File: src/rtl/core/line_rasterizer_two_pixels_defines.svh
// Assertion macros for the line rasterizer.
`ifndef LINE_RASTERIZER_TWO_PIXELS_DEFINES_SVH
`define LINE_RASTERIZER_TWO_PIXELS_DEFINES_SVH

// Same-cycle implication, disabled in reset.
`define LR2P_ASSERT_NOW(label, clk, rst, ante, cons, msg) \
   label: assert property (@(posedge clk) disable iff (rst) (ante) |-> (cons)) else $error(msg);

// Next-cycle implication, disabled in reset.
`define LR2P_ASSERT_NEXT(label, clk, rst, ante, cons, msg) \
   label: assert property (@(posedge clk) disable iff (rst) (ante) |=> (cons)) else $error(msg);

`endif

File: src/rtl/core/lr2p_pkg.sv
// Shared types and constants for the line rasterizer.
`timescale 1ns / 1ps

package lr2p_pkg;

   localparam int CoordW             = 7;
   localparam int ColourW            = 16;
   localparam int CountW             = CoordW + 1;
   localparam int ErrW               = CoordW + 1;
   localparam int DataW              = 48;
   localparam int DisplaySizeDefault = 128;

   typedef logic [CoordW-1:0] coord_type;

   // Magnitude and direction of one axis delta.
   typedef struct packed {
      coord_type mag;
      logic      neg;
   } delta_type;

   // Per-line values produced by the setup stage.
   typedef struct packed {
      coord_type         x0;
      coord_type         y0;
      delta_type         dx;
      delta_type         dy;
      coord_type         distance;
      logic [CountW-1:0] npts;
   } setup_type;

   // Position and error accumulator of one axis.
   typedef struct packed {
      coord_type       pos;
      logic [ErrW-1:0] err;
   } axis_state_type;

endpackage

File: src/rtl/core/lr2p_setup.sv
// Endpoint clamp, axis deltas, step directions and point count.
`timescale 1ns / 1ps

module lr2p_setup #(
   parameter int DISPLAY_SIZE = lr2p_pkg::DisplaySizeDefault
) (
   input  lr2p_pkg::coord_type start_x,
   input  lr2p_pkg::coord_type start_y,
   input  lr2p_pkg::coord_type end_x,
   input  lr2p_pkg::coord_type end_y,
   output lr2p_pkg::setup_type setup
);

   localparam lr2p_pkg::coord_type CoordLim = lr2p_pkg::CoordW'(DISPLAY_SIZE - 1);

   lr2p_pkg::coord_type x0, y0, x1, y1;
   lr2p_pkg::delta_type dx, dy;

   function automatic lr2p_pkg::coord_type clamp(lr2p_pkg::coord_type v);
      return (v > CoordLim) ? CoordLim : v;
   endfunction

   function automatic lr2p_pkg::delta_type delta(lr2p_pkg::coord_type a,
                                                 lr2p_pkg::coord_type b);
      lr2p_pkg::delta_type d;
      d.neg = (b < a);
      d.mag = d.neg ? (a - b) : (b - a);
      return d;
   endfunction

   always_comb begin
      x0 = clamp(start_x);
      y0 = clamp(start_y);
      x1 = clamp(end_x);
      y1 = clamp(end_y);
      dx = delta(x0, x1);
      dy = delta(y0, y1);
      setup.x0       = x0;
      setup.y0       = y0;
      setup.dx       = dx;
      setup.dy       = dy;
      setup.distance = (dx.mag > dy.mag) ? dx.mag : dy.mag;
      setup.npts     = lr2p_pkg::CountW'(setup.distance) + lr2p_pkg::CountW'(1);
   end

endmodule

File: src/rtl/core/lr2p_pair_step.sv
// Shared step unit: advances both axes by two points.
`timescale 1ns / 1ps

module lr2p_pair_step (
   input  lr2p_pkg::axis_state_type x_cur,
   input  lr2p_pkg::axis_state_type y_cur,
   input  lr2p_pkg::delta_type      dx,
   input  lr2p_pkg::delta_type      dy,
   input  lr2p_pkg::coord_type      distance,
   output lr2p_pkg::axis_state_type x_mid,
   output lr2p_pkg::axis_state_type y_mid,
   output lr2p_pkg::axis_state_type x_nxt,
   output lr2p_pkg::axis_state_type y_nxt
);

   // err += d; on strict overflow past distance, take distance off and step the axis.
   function automatic lr2p_pkg::axis_state_type advance(lr2p_pkg::axis_state_type cur,
                                                        lr2p_pkg::delta_type d,
                                                        lr2p_pkg::coord_type lim);
      logic [lr2p_pkg::ErrW-1:0] sum;
      lr2p_pkg::axis_state_type  nxt;
      sum     = cur.err + lr2p_pkg::ErrW'(d.mag);
      nxt.pos = cur.pos;
      nxt.err = sum;
      if (sum > lr2p_pkg::ErrW'(lim)) begin
         nxt.err = sum - lr2p_pkg::ErrW'(lim);
         nxt.pos = d.neg ? (cur.pos - lr2p_pkg::CoordW'(1))
                         : (cur.pos + lr2p_pkg::CoordW'(1));
      end
      return nxt;
   endfunction

   always_comb begin
      x_mid = advance(x_cur, dx, distance);
      y_mid = advance(y_cur, dy, distance);
      x_nxt = advance(x_mid, dx, distance);
      y_nxt = advance(y_mid, dy, distance);
   end

endmodule

File: src/rtl/core/line_rasterizer_two_pixels.sv
// Top level: error-accumulator line rasterizer, two pixels per result item.
// An accepted request passes through ST_SETUP, then ST_RUN registers the result items.
// One line yields ceil((distance+1)/2) result items; the pair step unit produces two
//   points per cycle whenever the output register can take them.
// A new request is accepted once the final result item of the line is registered.
// Reset (synchronous, active high) clears the sequencer and the output valid.
`timescale 1ns / 1ps
`include "line_rasterizer_two_pixels_defines.svh"

module line_rasterizer_two_pixels #(
   parameter int DISPLAY_SIZE = lr2p_pkg::DisplaySizeDefault
) (
   input  logic                       clock,
   input  logic                       reset,
   // request: two endpoints and a colour
   input  logic                       req_tvalid,
   output logic                       req_tready,
   // start_x[6:0], start_y[13:7], end_x[20:14], end_y[27:21], colour[43:28], zero pad
   input  logic [lr2p_pkg::DataW-1:0] req_tdata,
   // response: one pixel pair per item
   output logic                       rsp_tvalid,
   input  logic                       rsp_tready,
   // first_x[6:0], first_y[13:7], second_x[20:14], second_y[27:21],
   // pixel_colour[43:28], zero pad
   output logic [lr2p_pkg::DataW-1:0] rsp_tdata,
   // second_valid[0]
   output logic                       rsp_tuser,
   output logic                       rsp_tlast
);

   typedef enum logic [1:0] {
      ST_IDLE,
      ST_SETUP,
      ST_RUN
   } state_type;

   localparam int CW = lr2p_pkg::CoordW;
   localparam int PadW = lr2p_pkg::DataW - 4 * CW - lr2p_pkg::ColourW;

   state_type state_ff, state_in;

   // request payload, captured on accept
   lr2p_pkg::coord_type            start_x_ff, start_x_in;
   lr2p_pkg::coord_type            start_y_ff, start_y_in;
   lr2p_pkg::coord_type            end_x_ff, end_x_in;
   lr2p_pkg::coord_type            end_y_ff, end_y_in;
   logic [lr2p_pkg::ColourW-1:0]   colour_ff, colour_in;

   // per-line setup and walk state
   lr2p_pkg::setup_type            setup_ff, setup_in, setup_c;
   lr2p_pkg::axis_state_type       x_ff, x_in, y_ff, y_in;
   lr2p_pkg::axis_state_type       x_mid, y_mid, x_nxt, y_nxt;
   logic [lr2p_pkg::CountW-1:0]    remain_ff, remain_in;

   // output register
   logic                           rsp_tvalid_ff, rsp_tvalid_in;
   logic [lr2p_pkg::DataW-1:0]     rsp_tdata_ff, rsp_tdata_in;
   logic                           rsp_tuser_ff, rsp_tuser_in;
   logic                           rsp_tlast_ff, rsp_tlast_in;

   logic                           out_free;
   logic                           has2;
   logic                           final_pair;
   lr2p_pkg::coord_type            second_x, second_y;

   lr2p_setup #(
      .DISPLAY_SIZE (DISPLAY_SIZE)
   ) u_setup (
      .start_x (start_x_ff),
      .start_y (start_y_ff),
      .end_x   (end_x_ff),
      .end_y   (end_y_ff),
      .setup   (setup_c)
   );

   lr2p_pair_step u_pair_step (
      .x_cur    (x_ff),
      .y_cur    (y_ff),
      .dx       (setup_ff.dx),
      .dy       (setup_ff.dy),
      .distance (setup_ff.distance),
      .x_mid    (x_mid),
      .y_mid    (y_mid),
      .x_nxt    (x_nxt),
      .y_nxt    (y_nxt)
   );

   assign req_tready = (state_ff == ST_IDLE);
   assign out_free   = !rsp_tvalid_ff || rsp_tready;
   assign has2       = (remain_ff >= lr2p_pkg::CountW'(2));
   assign final_pair = (remain_ff <= lr2p_pkg::CountW'(2));
   assign second_x   = has2 ? x_mid.pos : '0;
   assign second_y   = has2 ? y_mid.pos : '0;

   always_comb begin
      state_in      = state_ff;
      start_x_in    = start_x_ff;
      start_y_in    = start_y_ff;
      end_x_in      = end_x_ff;
      end_y_in      = end_y_ff;
      colour_in     = colour_ff;
      setup_in      = setup_ff;
      x_in          = x_ff;
      y_in          = y_ff;
      remain_in     = remain_ff;
      rsp_tvalid_in = rsp_tvalid_ff && !rsp_tready;
      rsp_tdata_in  = rsp_tdata_ff;
      rsp_tuser_in  = rsp_tuser_ff;
      rsp_tlast_in  = rsp_tlast_ff;

      case (state_ff)
         ST_IDLE: begin
            if (req_tvalid) begin
               start_x_in = req_tdata[CW-1:0];
               start_y_in = req_tdata[2*CW-1:CW];
               end_x_in   = req_tdata[3*CW-1:2*CW];
               end_y_in   = req_tdata[4*CW-1:3*CW];
               colour_in  = req_tdata[4*CW+lr2p_pkg::ColourW-1:4*CW];
               state_in   = ST_SETUP;
            end
         end
         ST_SETUP: begin
            // deltas and count from the clamped endpoints; accumulators start at 0
            setup_in  = setup_c;
            x_in.pos  = setup_c.x0;
            x_in.err  = '0;
            y_in.pos  = setup_c.y0;
            y_in.err  = '0;
            remain_in = setup_c.npts;
            state_in  = ST_RUN;
         end
         ST_RUN: begin
            // one pair per cycle whenever the output register can take it
            if (out_free) begin
               rsp_tvalid_in = 1'b1;
               rsp_tdata_in  = {{PadW{1'b0}}, colour_ff, second_y, second_x,
                                y_ff.pos, x_ff.pos};
               rsp_tuser_in  = has2;
               rsp_tlast_in  = final_pair;
               x_in          = x_nxt;
               y_in          = y_nxt;
               remain_in     = final_pair ? '0 : (remain_ff - lr2p_pkg::CountW'(2));
               if (final_pair) begin
                  state_in = ST_IDLE;
               end
            end
         end
         default: begin
            state_in = ST_IDLE;
         end
      endcase
   end

   always_ff @(posedge clock) begin
      start_x_ff   <= start_x_in;
      start_y_ff   <= start_y_in;
      end_x_ff     <= end_x_in;
      end_y_ff     <= end_y_in;
      colour_ff    <= colour_in;
      setup_ff     <= setup_in;
      x_ff         <= x_in;
      y_ff         <= y_in;
      rsp_tdata_ff <= rsp_tdata_in;
      rsp_tuser_ff <= rsp_tuser_in;
      rsp_tlast_ff <= rsp_tlast_in;
      if (reset) begin
         state_ff      <= ST_IDLE;
         remain_ff     <= '0;
         rsp_tvalid_ff <= 1'b0;
      end else begin
         state_ff      <= state_in;
         remain_ff     <= remain_in;
         rsp_tvalid_ff <= rsp_tvalid_in;
      end
   end

   assign rsp_tvalid = rsp_tvalid_ff;
   assign rsp_tdata  = rsp_tdata_ff;
   assign rsp_tuser  = rsp_tuser_ff;
   assign rsp_tlast  = rsp_tlast_ff;

   // an accepted request always goes through setup next
   `LR2P_ASSERT_NEXT(a_accept_to_setup, clock, reset, req_tvalid && req_tready, state_ff == ST_SETUP, "accepted request did not enter setup")
   // a missing second pixel can only occur on the final item of a line
   `LR2P_ASSERT_NOW(a_odd_only_last, clock, reset, rsp_tvalid && !rsp_tuser, rsp_tlast, "single pixel item before end of line")
   // the walk never runs with no points left
   `LR2P_ASSERT_NOW(a_run_has_points, clock, reset, state_ff == ST_RUN, remain_ff != '0, "walking with zero points left")

endmodule

File: config.mk
export PLATFORM = sky130hd
export DESIGN_NAME = line_rasterizer_two_pixels
export DESIGN_NICKNAME = d
export VERILOG_FILES = /design/src/rtl/core/lr2p_pkg.sv /design/src/rtl/core/lr2p_setup.sv /design/src/rtl/core/lr2p_pair_step.sv /design/src/rtl/core/line_rasterizer_two_pixels.sv
export VERILOG_INCLUDE_DIRS = /design/src /design/src/rtl/core
export SDC_FILE = /design/constraint.sdc
export NUM_CORES = 1
export LEC_CHECK = 0
export ABC_AREA = 1
export BUFFER_PORTS_ARGS = -buffer_cell sky130_fd_sc_hd__buf_2
export CAP_MARGIN = 20
export CELL_PAD_IN_SITES_DETAIL_PLACEMENT = 1
export CELL_PAD_IN_SITES_GLOBAL_PLACEMENT = 1
export CORE_ASPECT_RATIO = 1.25
export CORE_MARGIN = 8
export CORE_UTILIZATION = 41
export CTS_BUF_LIST = sky130_fd_sc_hd__clkbuf_2 sky130_fd_sc_hd__clkbuf_4 sky130_fd_sc_hd__clkbuf_8
export CTS_CLUSTER_SIZE = 8
export DETAILED_ROUTE_END_ITERATION = 10
export HOLD_SLACK_MARGIN = 0.03
export PLACE_DENSITY = 0.78
export SKIP_CTS_REPAIR_TIMING = 1
export SYNTH_ARGS = -nofsm -noshare
export SYNTH_HDL_FRONTEND = slang
export SYNTH_SLANG_ARGS = --single-unit
File: constraint.sdc
create_clock -name clock -period 8 [get_ports clock]
set_input_delay 1.6 -clock clock [delete_from_list [all_inputs] [get_ports clock]]
set_output_delay 1.6 -clock clock [all_outputs]
set_load 0.02 [all_outputs]
# After elaboration in Yosys (flattened, before gate mapping)
# Cells that the tools add are included.
# totals
register_bits	154
in_bits	52
# classes
addsub	22
order_cmp	13
eq_ne	5
n_mux	28
reduce_logical	10
# op_table
op	n
15-bit two-way mux	6
7-bit two-way mux	11
15-bit case mux with 2 select lines	2
8-bit by 7-bit adder with 8-bit output	4
8-bit by 7-bit greater-than comparator with 1-bit output	4
8-bit by 7-bit subtractor with 8-bit output	4
7-bit by 1-bit adder with 7-bit output, second input constant	4
7-bit greater-than comparator, second input constant	4
7-bit by 1-bit subtractor with 7-bit output, second input constant	4
7-bit subtractor	4
8-bit two-way mux	2
8-bit case mux with 2 select lines	1
7-bit less-than comparator	2
7-bit by 1-bit adder with 8-bit output, second input constant	1
8-bit by 2-bit >= comparator with 1-bit output, second input constant	1
8-bit by 2-bit less-or-equal comparator with 1-bit output, second input constant	1
8-bit by 2-bit subtractor with 8-bit output, second input constant	1
7-bit greater-than comparator	1
2-bit two-way mux	3
2-bit inequality test, second input constant	3
2-bit case mux with 3 select lines	1
2-bit AND reduction	3
3-bit AND reduction	1
2-bit by 1-bit == test with 1-bit output, second input constant	1
other kinds (7)	9

# Longest topological paths before layout
# Gate-level depths: netlist (run 1).
# logic_depth
word_depth	8
ltp_mapped	39

# Hierarchy
# A second synthesis (run 1) with hierarchy kept.
# hier_totals
hier_cells	1345
area_unflattened_um2	11603.6
# modules_own_cells
mod	n_inst	cells_each	area_per_inst_um2
line_rasterizer_two_pixels	1	349	5472.7
lr2p_pair_step	1	662	4108.9
lr2p_setup	1	334	2021.9

# Least setup slack after synthesis (run 1)
# OpenSTA, ideal clock, no wires.
# synth_timing
kind	reg2reg
start	register setup_ff[24] (netlist bit)
end	register x_ff[10] (netlist bit), data pin
arrival_ns	5.254
t_required_ns	7.734
path_slack_ns	2.481
stages_incl_launch_ff	35
n_path_buf	2
synth_period_minus_slack_ns	5.519
cell_sequence	edfxtp_1 > ha_1 > fa_1 > a21oi_1 > o21bai_1 > a21o_1 > a21oi_1 > xnor2_1 > ha_1 > nand2_1 > nor3_1 > nand4_1 > nand2_1 > nand2_4 > inv_2 > clkbuf_1 > nand2_1 > o21ai_0 > ha_1 > inv_1 > fa_1 > o21ai_0 > xor2_1 > inv_1 > ha_1 > nand2_1 > o221ai_1 > nand2_1 > nand2_1 > nand2_2 > nand3_2 > buf_6 > nand2_1 > nand3_1 > o21ai_0
# synth_lines
element	line_no	rtl
start, declared	line_rasterizer_two_pixels.sv:50	lr2p_pkg::setup_type setup_ff, setup_in, setup_c;
start signal, assigned	line_rasterizer_two_pixels.sv:160	setup_ff <= setup_in;
end signal, assigned	line_rasterizer_two_pixels.sv:161	x_ff <= x_in;
end, declared	line_rasterizer_two_pixels.sv:51	lr2p_pkg::axis_state_type x_ff, x_in, y_ff, y_in;

# Worst setup path in the final report (run 1)
# layout_timing
start	register setup_ff[24] (netlist bit)
end	register x_ff[3] (netlist bit), data pin
# layout_via
elab_chain_cells	8
word_cells_on_any_way	10
# layout_lines
element	line_no	rtl
8-bit by 7-bit adder with 8-bit output	lr2p_pair_step.sv:22	sum = cur.err + lr2p_pkg::ErrW'(d.mag);
8-bit by 7-bit subtractor with 8-bit output or 8-bit by 7-bit greater-than comparator with 1-bit output (tied branches)	lr2p_pair_step.sv:26, lr2p_pair_step.sv:25	
15-bit two-way mux	lr2p_pair_step.sv:25	if (sum > lr2p_pkg::ErrW'(lim)) begin
8-bit by 7-bit adder with 8-bit output (*)	lr2p_pair_step.sv:22	
8-bit by 7-bit subtractor with 8-bit output or 8-bit by 7-bit greater-than comparator with 1-bit output (tied branches)	lr2p_pair_step.sv:26, lr2p_pair_step.sv:25	
15-bit two-way mux (*)	lr2p_pair_step.sv:25	
15-bit two-way mux (*)	line_rasterizer_two_pixels.sv:134	if (out_free) begin
15-bit case mux with 2 select lines (*)	line_rasterizer_two_pixels.sv:111	case (state_ff)
# Every way passes the cells marked *; elsewhere a longest branch is shown, timed or not. The select of a mux whose other input is x is not followed.
# A chain may end at the register's enable or synchronous reset.

==> results of run 1 <==
layout make-up:
| type | instances | area (um^2) | share of cell area [%] |
|---|---|---|---|
| clock buffers | 18 | 241 | 1.95 |
| clock inverters | 14 | 111 | 0.900 |
| inverters | 211 | 793 | 6.41 |
| multi-input cells | 949 | 5760 | 46.5 |
| flip-flops and latches | 154 | 4510 | 36.5 |
| well taps | 350 | 438 | 3.54 |
| repair buffers | 101 | 520 | 4.21 |
through the flow:
| stage | hold slack, ns | cells | area (um^2) | util (%) |
|---|---|---|---|---|
| global placement | 0.400 | 1765 | 12000 | 43.9 |
| detailed placement | 0.406 | 1765 | 12000 | 43.9 |
| CTS | 0.423 | 1797 | 12400 | 45.2 |
| floorplan | 0.400 | 1362 | 11300 | - |
| global route | 0.431 | 1797 | 12400 | 45.2 |
| finish | 0.421 | 1797 | 12400 | 45.2 |
how the worst max path moves through the flow:
stage	start	endpoint	slack [ns]	cells after the start
floorplan	setup_ff[24]	x_ff[10]	2.48	34
global placement	setup_ff[24]	x_ff[0]	1.56	31
detailed placement	setup_ff[24]	x_ff[2]	1.34	31
CTS	setup_ff[24]	x_ff[3]	1.27	31
global route	setup_ff[24]	x_ff[3]	0.59	31
finish	setup_ff[24]	x_ff[3]	1.32	31
cells in the mapped netlist (13+ instances only):
cell / instances
nor2_1: 71
o21ai_0: 58
clkbuf_1: 34
nand2_1: 348
nand2_2: 16
nand3_1: 100
xor2_1: 35
fa_1: 16
inv_1: 208
xnor2_1: 23
a21oi_1: 79
nand4_1: 13
ha_1: 113
edfxtp_1: 143
registers in the layout (all words and copies together) (netlist names):
signal      count
rsp_tdata      44
setup_ff       23
colour_ff      16
x_ff           15
y_ff           15
remain_ff       8
end_x_ff        7
end_y_ff        7
start_x_ff      7
start_y_ff      7
state_ff        2
rsp_tlast       1
rsp_tuser       1
rsp_tvalid      1
placed cells by master, fill, tap and decap left out, types with 11 or more instances in the layout:
master | netlist | layout
a21oi_1 | 79 | 79
buf_2 | 1 | 95
clkbuf_8 | 0 | 17
dfxtp_1 | 11 | 11
edfxtp_1 | 143 | 143
fa_1 | 16 | 16
ha_1 | 113 | 113
inv_1 | 208 | 208
nand2_1 | 348 | 348
nand2_2 | 16 | 16
nand3_1 | 100 | 100
nand4_1 | 13 | 13
nor2_1 | 71 | 69
o21ai_0 | 58 | 58
xnor2_1 | 23 | 23
xor2_1 | 35 | 35
cell families after synthesis:
kind of cell             share of synthesized area (%)
flip-flops                                        40.0
XOR/XNOR                                          4.50
AO/OA/AOI/OAI                                     8.52
other                                           0.0332
AND/OR/NAND/NOR                                   22.3
adder cells (fa/ha/maj)                           15.4
buffers and inverters                             9.30
per-layer routing:
metal	global-route usage [%]	share of wire [%]	up-vias
li1	-	-	4586
met1	19.7	42	4393
met2	33.0	52	111
met3	2.74	2.5	47
met4	6.74	2.8	0
met5	0	0	-
worst reg2reg max path, delay by kind of cell, from the launching register on:
family                     cells  cell delay [ns]
AOI/OAI and AO/OA              9             1.57
xor gates and xnor gates       2             0.30
adders and majority gates      6             1.97
buffers and inverters          3             0.43
DFF                            1             0.44
and+or+nand+nor               11             1.74
==> flow_metrics.tcl, run 1 <==
set metrics [dict create \
    status "finished, final reports clean" \
    drtIter0Drc 335 \
    track_usage_pct 17.7 \
    rsz0062_at_grt "no" \
    fillers 3399 \
    vias 9137 \
    slew_viol_final 0 \
    timing_hold_violations_final 0 \
    synth_edf_count 143 \
    slew_headroom_pct 42.1 \
    reg2reg_slack_ns 1.32 \
    setup_viol 0 \
    overflow 0 \
    grt_pass1_wl_mm 47.4 \
    fin_tns_setup_ns 0 \
    post-route-period-util_pct 83.5 \
    cap_viol_max_count 0 \
    yosysWarnings 0 \
    remaining_drc_errors 0 \
    r2r_end "x_ff[3]" \
    hp-start "colour_ff[5]" \
    clk_latency_ns 0.47 \
    place_ws_ns 1.34 \
    dieArea_um2 33100 \
    critical_path_arrival_ns 6.88 \
    nets 1615 \
    io_buffers 95 \
    dr.pass1.iters 5 \
    cts.sinks 154 \
    cts_tree "done" \
    crit_family "adder cells" \
    wl_mm 28.7 \
    synthFlopType "edfxtp_1" \
    core-area_um2 27400 \
    num_antenna_cells 0 \
    cp.required_ns 8.20 \
    finalWorstSetupSlack_ns 1.32 \
    path_class "reg2reg" \
    crit_fanout 20 \
    synth.cell_area_um2 11300 \
    final.setup_skew_ns 0.0131 \
    row_count 68 \
    r2r-start "setup_ff[24]" \
    htreeDepth 4 \
    synth_top_cell_area_share_pct 38.0 \
    avgRoutedWirePerCell_um 15.9 \
    cp-end-kind "flip-flop" \
    avgSynthCellArea_um2 8.31 \
    syn_inst 1359 \
    synth.ff_latch_count 154 \
    seq_area_frac_synth_pct 40.0 \
    start_util_pct 41.2 \
    area_growth_pct 9.57 \
    die_h_um 202 \
    r2r_cells 31 \
    yosys.area.top_type "edfxtp_1" \
    worst_slew_pin_slew_ns 0.868 \
    grt_pass1_vias 10000 \
    cp_slowest_cell "edfxtp_1" \
    synth_async_sr_flop_share_pct 0 \
    min_path_type "reg2reg" \
    min_to "rsp_tdata[33]" \
    viasPerCell 5.08 \
    antenna_found_initial 0 \
    ios 104 \
    cts_root_buffer "clkbuf_8" \
    critical-path-max-stage-delay_ns 0.44 \
    crit_path_frequent_cell "nand2_1" \
    gp_congestion 0.848 \
    max_freq_mhz 150 \
    fin_crit_ns 6.68 \
    drive_gt1_share_pct 12.6 \
    ys_types 44 \
    ys_top_cells_by_area "edfxtp_1 38%, ha_1 13%, nand2_1 12%, inv_1 6.9%, nand3_1 4.4%" \
    path_clk_slew_ns 0.09 \
    die_x_um 164 \
    startpoint_type "flip-flop" \
    cts_max_path_buffers 2 \
    critPathBufInv 3 \
    numCtsBuffers 17 \
    grt_max_degree 49 \
    holdPathStages 0 \
    dp_hpwl_mm 22.8 \
    ant_nets 0 \
]
Power of run 1 is not shown: default switching activity piles up to over one toggle a cycle in this logic, so the estimate is an artifact.
==> run 2, diff against run 1 <==
==> constraint.sdc (replaced) <==
create_clock -name clock -period 6.3 [get_ports clock]
set_input_delay 1.26 -clock clock [delete_from_list [all_inputs] [get_ports clock]]
set_output_delay 1.26 -clock clock [all_outputs]
set_load 0.02 [all_outputs]
==> run 2 against run 1 <==
Against the previous run: worst setup slack worse by 0.87 ns; critical path depth up 6; hold slack lost 0.0066 ns; design area is 1.4% higher; utilization grew 0.62 points; count of clock-buffer cells in the layout down 1; routed wire length is 1.7% higher; cell count is 0.56% higher; global-route usage hardly changed; non-clock buffer count up 11; sequential cell count did not move; via count grew 1.0%.
==> flow_metrics.tcl, run 2 (synthesized netlist as in run 1, its figures left out) <==
set metrics [dict create \
    status "finished, final reports clean" \
    min_path_type "reg2reg" \
    max_freq_mhz 171 \
    die_x_um 164 \
    ant_nets 0 \
    antenna_found_initial 0 \
    row_count 68 \
    viasPerCell 5.11 \
    slew_headroom_pct 40.1 \
    layout_commonest_cell "nand2_1" \
    dieArea_um2 33100 \
    dp_hpwl_mm 23.1 \
    grt_max_degree 49 \
    wl_met2_mm 15.4 \
    die_h_um 202 \
    startpoint_type "flip-flop" \
    htreeDepth 4 \
    drive_gt1_share_pct 13.7 \
    dp_cells 1773 \
    numCtsBuffers 17 \
    clk_latency_ns 0.48 \
    path_clk_slew_ns 0.10 \
    timing_hold_violations_final 0 \
    drt-met1-wl_mm 12.2 \
    worst_slew_pin_slew_ns 0.896 \
    cap_viol_max_count 0 \
    area_growth_pct 11.1 \
    critical_path_arrival_ns 6.09 \
    dr_wl_met3_um 719 \
    overflow 0 \
    fin_tns_setup_ns 0 \
    cp_slowest_cell "edfxtp_1" \
    seqCellArea_um2 4510 \
    crit_path_frequent_cell "nand2_1" \
    nets 1626 \
    post-route-period-util_pct 92.8 \
    crit_fanout 20 \
    top_layer_used "met4" \
    ios 104 \
    core-area_um2 27400 \
    grt_pass1_wl_mm 47.6 \
    critical-path-max-stage-delay_ns 0.44 \
    final_cell_mix "347 x nand2_1, 207 x inv_1, 143 x edfxtp_1" \
    multiInputGateArea_um2 5790 \
    gp_congestion 0.838 \
    path_class "reg2reg" \
    num_antenna_cells 0 \
    largest_register_ffs 44 \
    hold_ws_ns 0.414 \
    remaining_drc_errors 0 \
    slew_viol_final 0 \
    final_cells 1807 \
    cts_tree "done" \
    cp.required_ns 6.54 \
    io_buffers 95 \
    wl_mm 29.2 \
    grt_pass1_vias 10000 \
    vias 9229 \
    cts.sinks 154 \
    final_core_util_pct 45.8 \
    avgRoutedWirePerCell_um 16.1 \
    cts_root_buffer "clkbuf_8" \
    fillers 3382 \
    track_usage_pct 17.8 \
    cts_max_path_buffers 2 \
    drtIter0Drc 405 \
    cp-end-kind "flip-flop" \
    dr.pass1.iters 5 \
    final.setup_skew_ns 0.0153 \
    setup_viol 0 \
    fin_crit_ns 5.85 \
    start_util_pct 41.2 \
]
[run 2: cell types whose count changed in the layout (fill, tap and decap cells not counted), moves of 2 or more]
cell       previous run  this run
o21ai_1               7        10
buf_4                 6        16
bufinv_16             0         2
o21ai_0              58        55
[run 2: critical path: cells and delay by family (launching register included)]
| family | cells | cell delay, ns |
|---|---|---|
| AO/OA/AOI/OAI | 4 | 0.52 |
| buffers and inverters | 5 | 0.46 |
| AND/OR/NAND/NOR | 22 | 2.32 |
| XOR/XNOR | 1 | 0.19 |
| adder cells (fa/ha/maj) | 5 | 1.67 |
| flip-flops | 1 | 0.44 |
[run 2: area by class of cell]
class / instances / area share (%)
timing repair buffer: 112 / 4.91
clock buffer: 17 / 1.87
tap: 350 / 3.49
clock inverter: 14 / 1.28
inverter: 211 / 6.32
multi-input combinational: 949 / 46.1
sequential: 154 / 36.0
[run 2: stage by stage]
stage	area (um^2)	setup slack (ns)
after global placement	12100	0.477
after global routing	12500	-0.0603
after floorplan	11300	0.781
final	12500	0.453
after detailed placement	12100	0.311
after CTS	12500	0.238
[run 2: metal layers]
metal  GRT usage (%)  up-vias
li1                -     4602
met2            33.0      129
met1            19.8     4452
met3            2.70       46
met4            6.64        0
met5               0        -
[run 2: path summary, 6_finish.rpt]
check               start  slack, ns       endpoint  cells past startpoint
min          colour_ff[5]       0.41  rsp_tdata[33]                      0
max          setup_ff[16]       0.45       y_ff[14]                     37
min reg2reg  colour_ff[5]       0.41  rsp_tdata[33]                      0
max reg2reg  setup_ff[16]       0.45       y_ff[14]                     37
Power of run 2 is left out for the same reason.
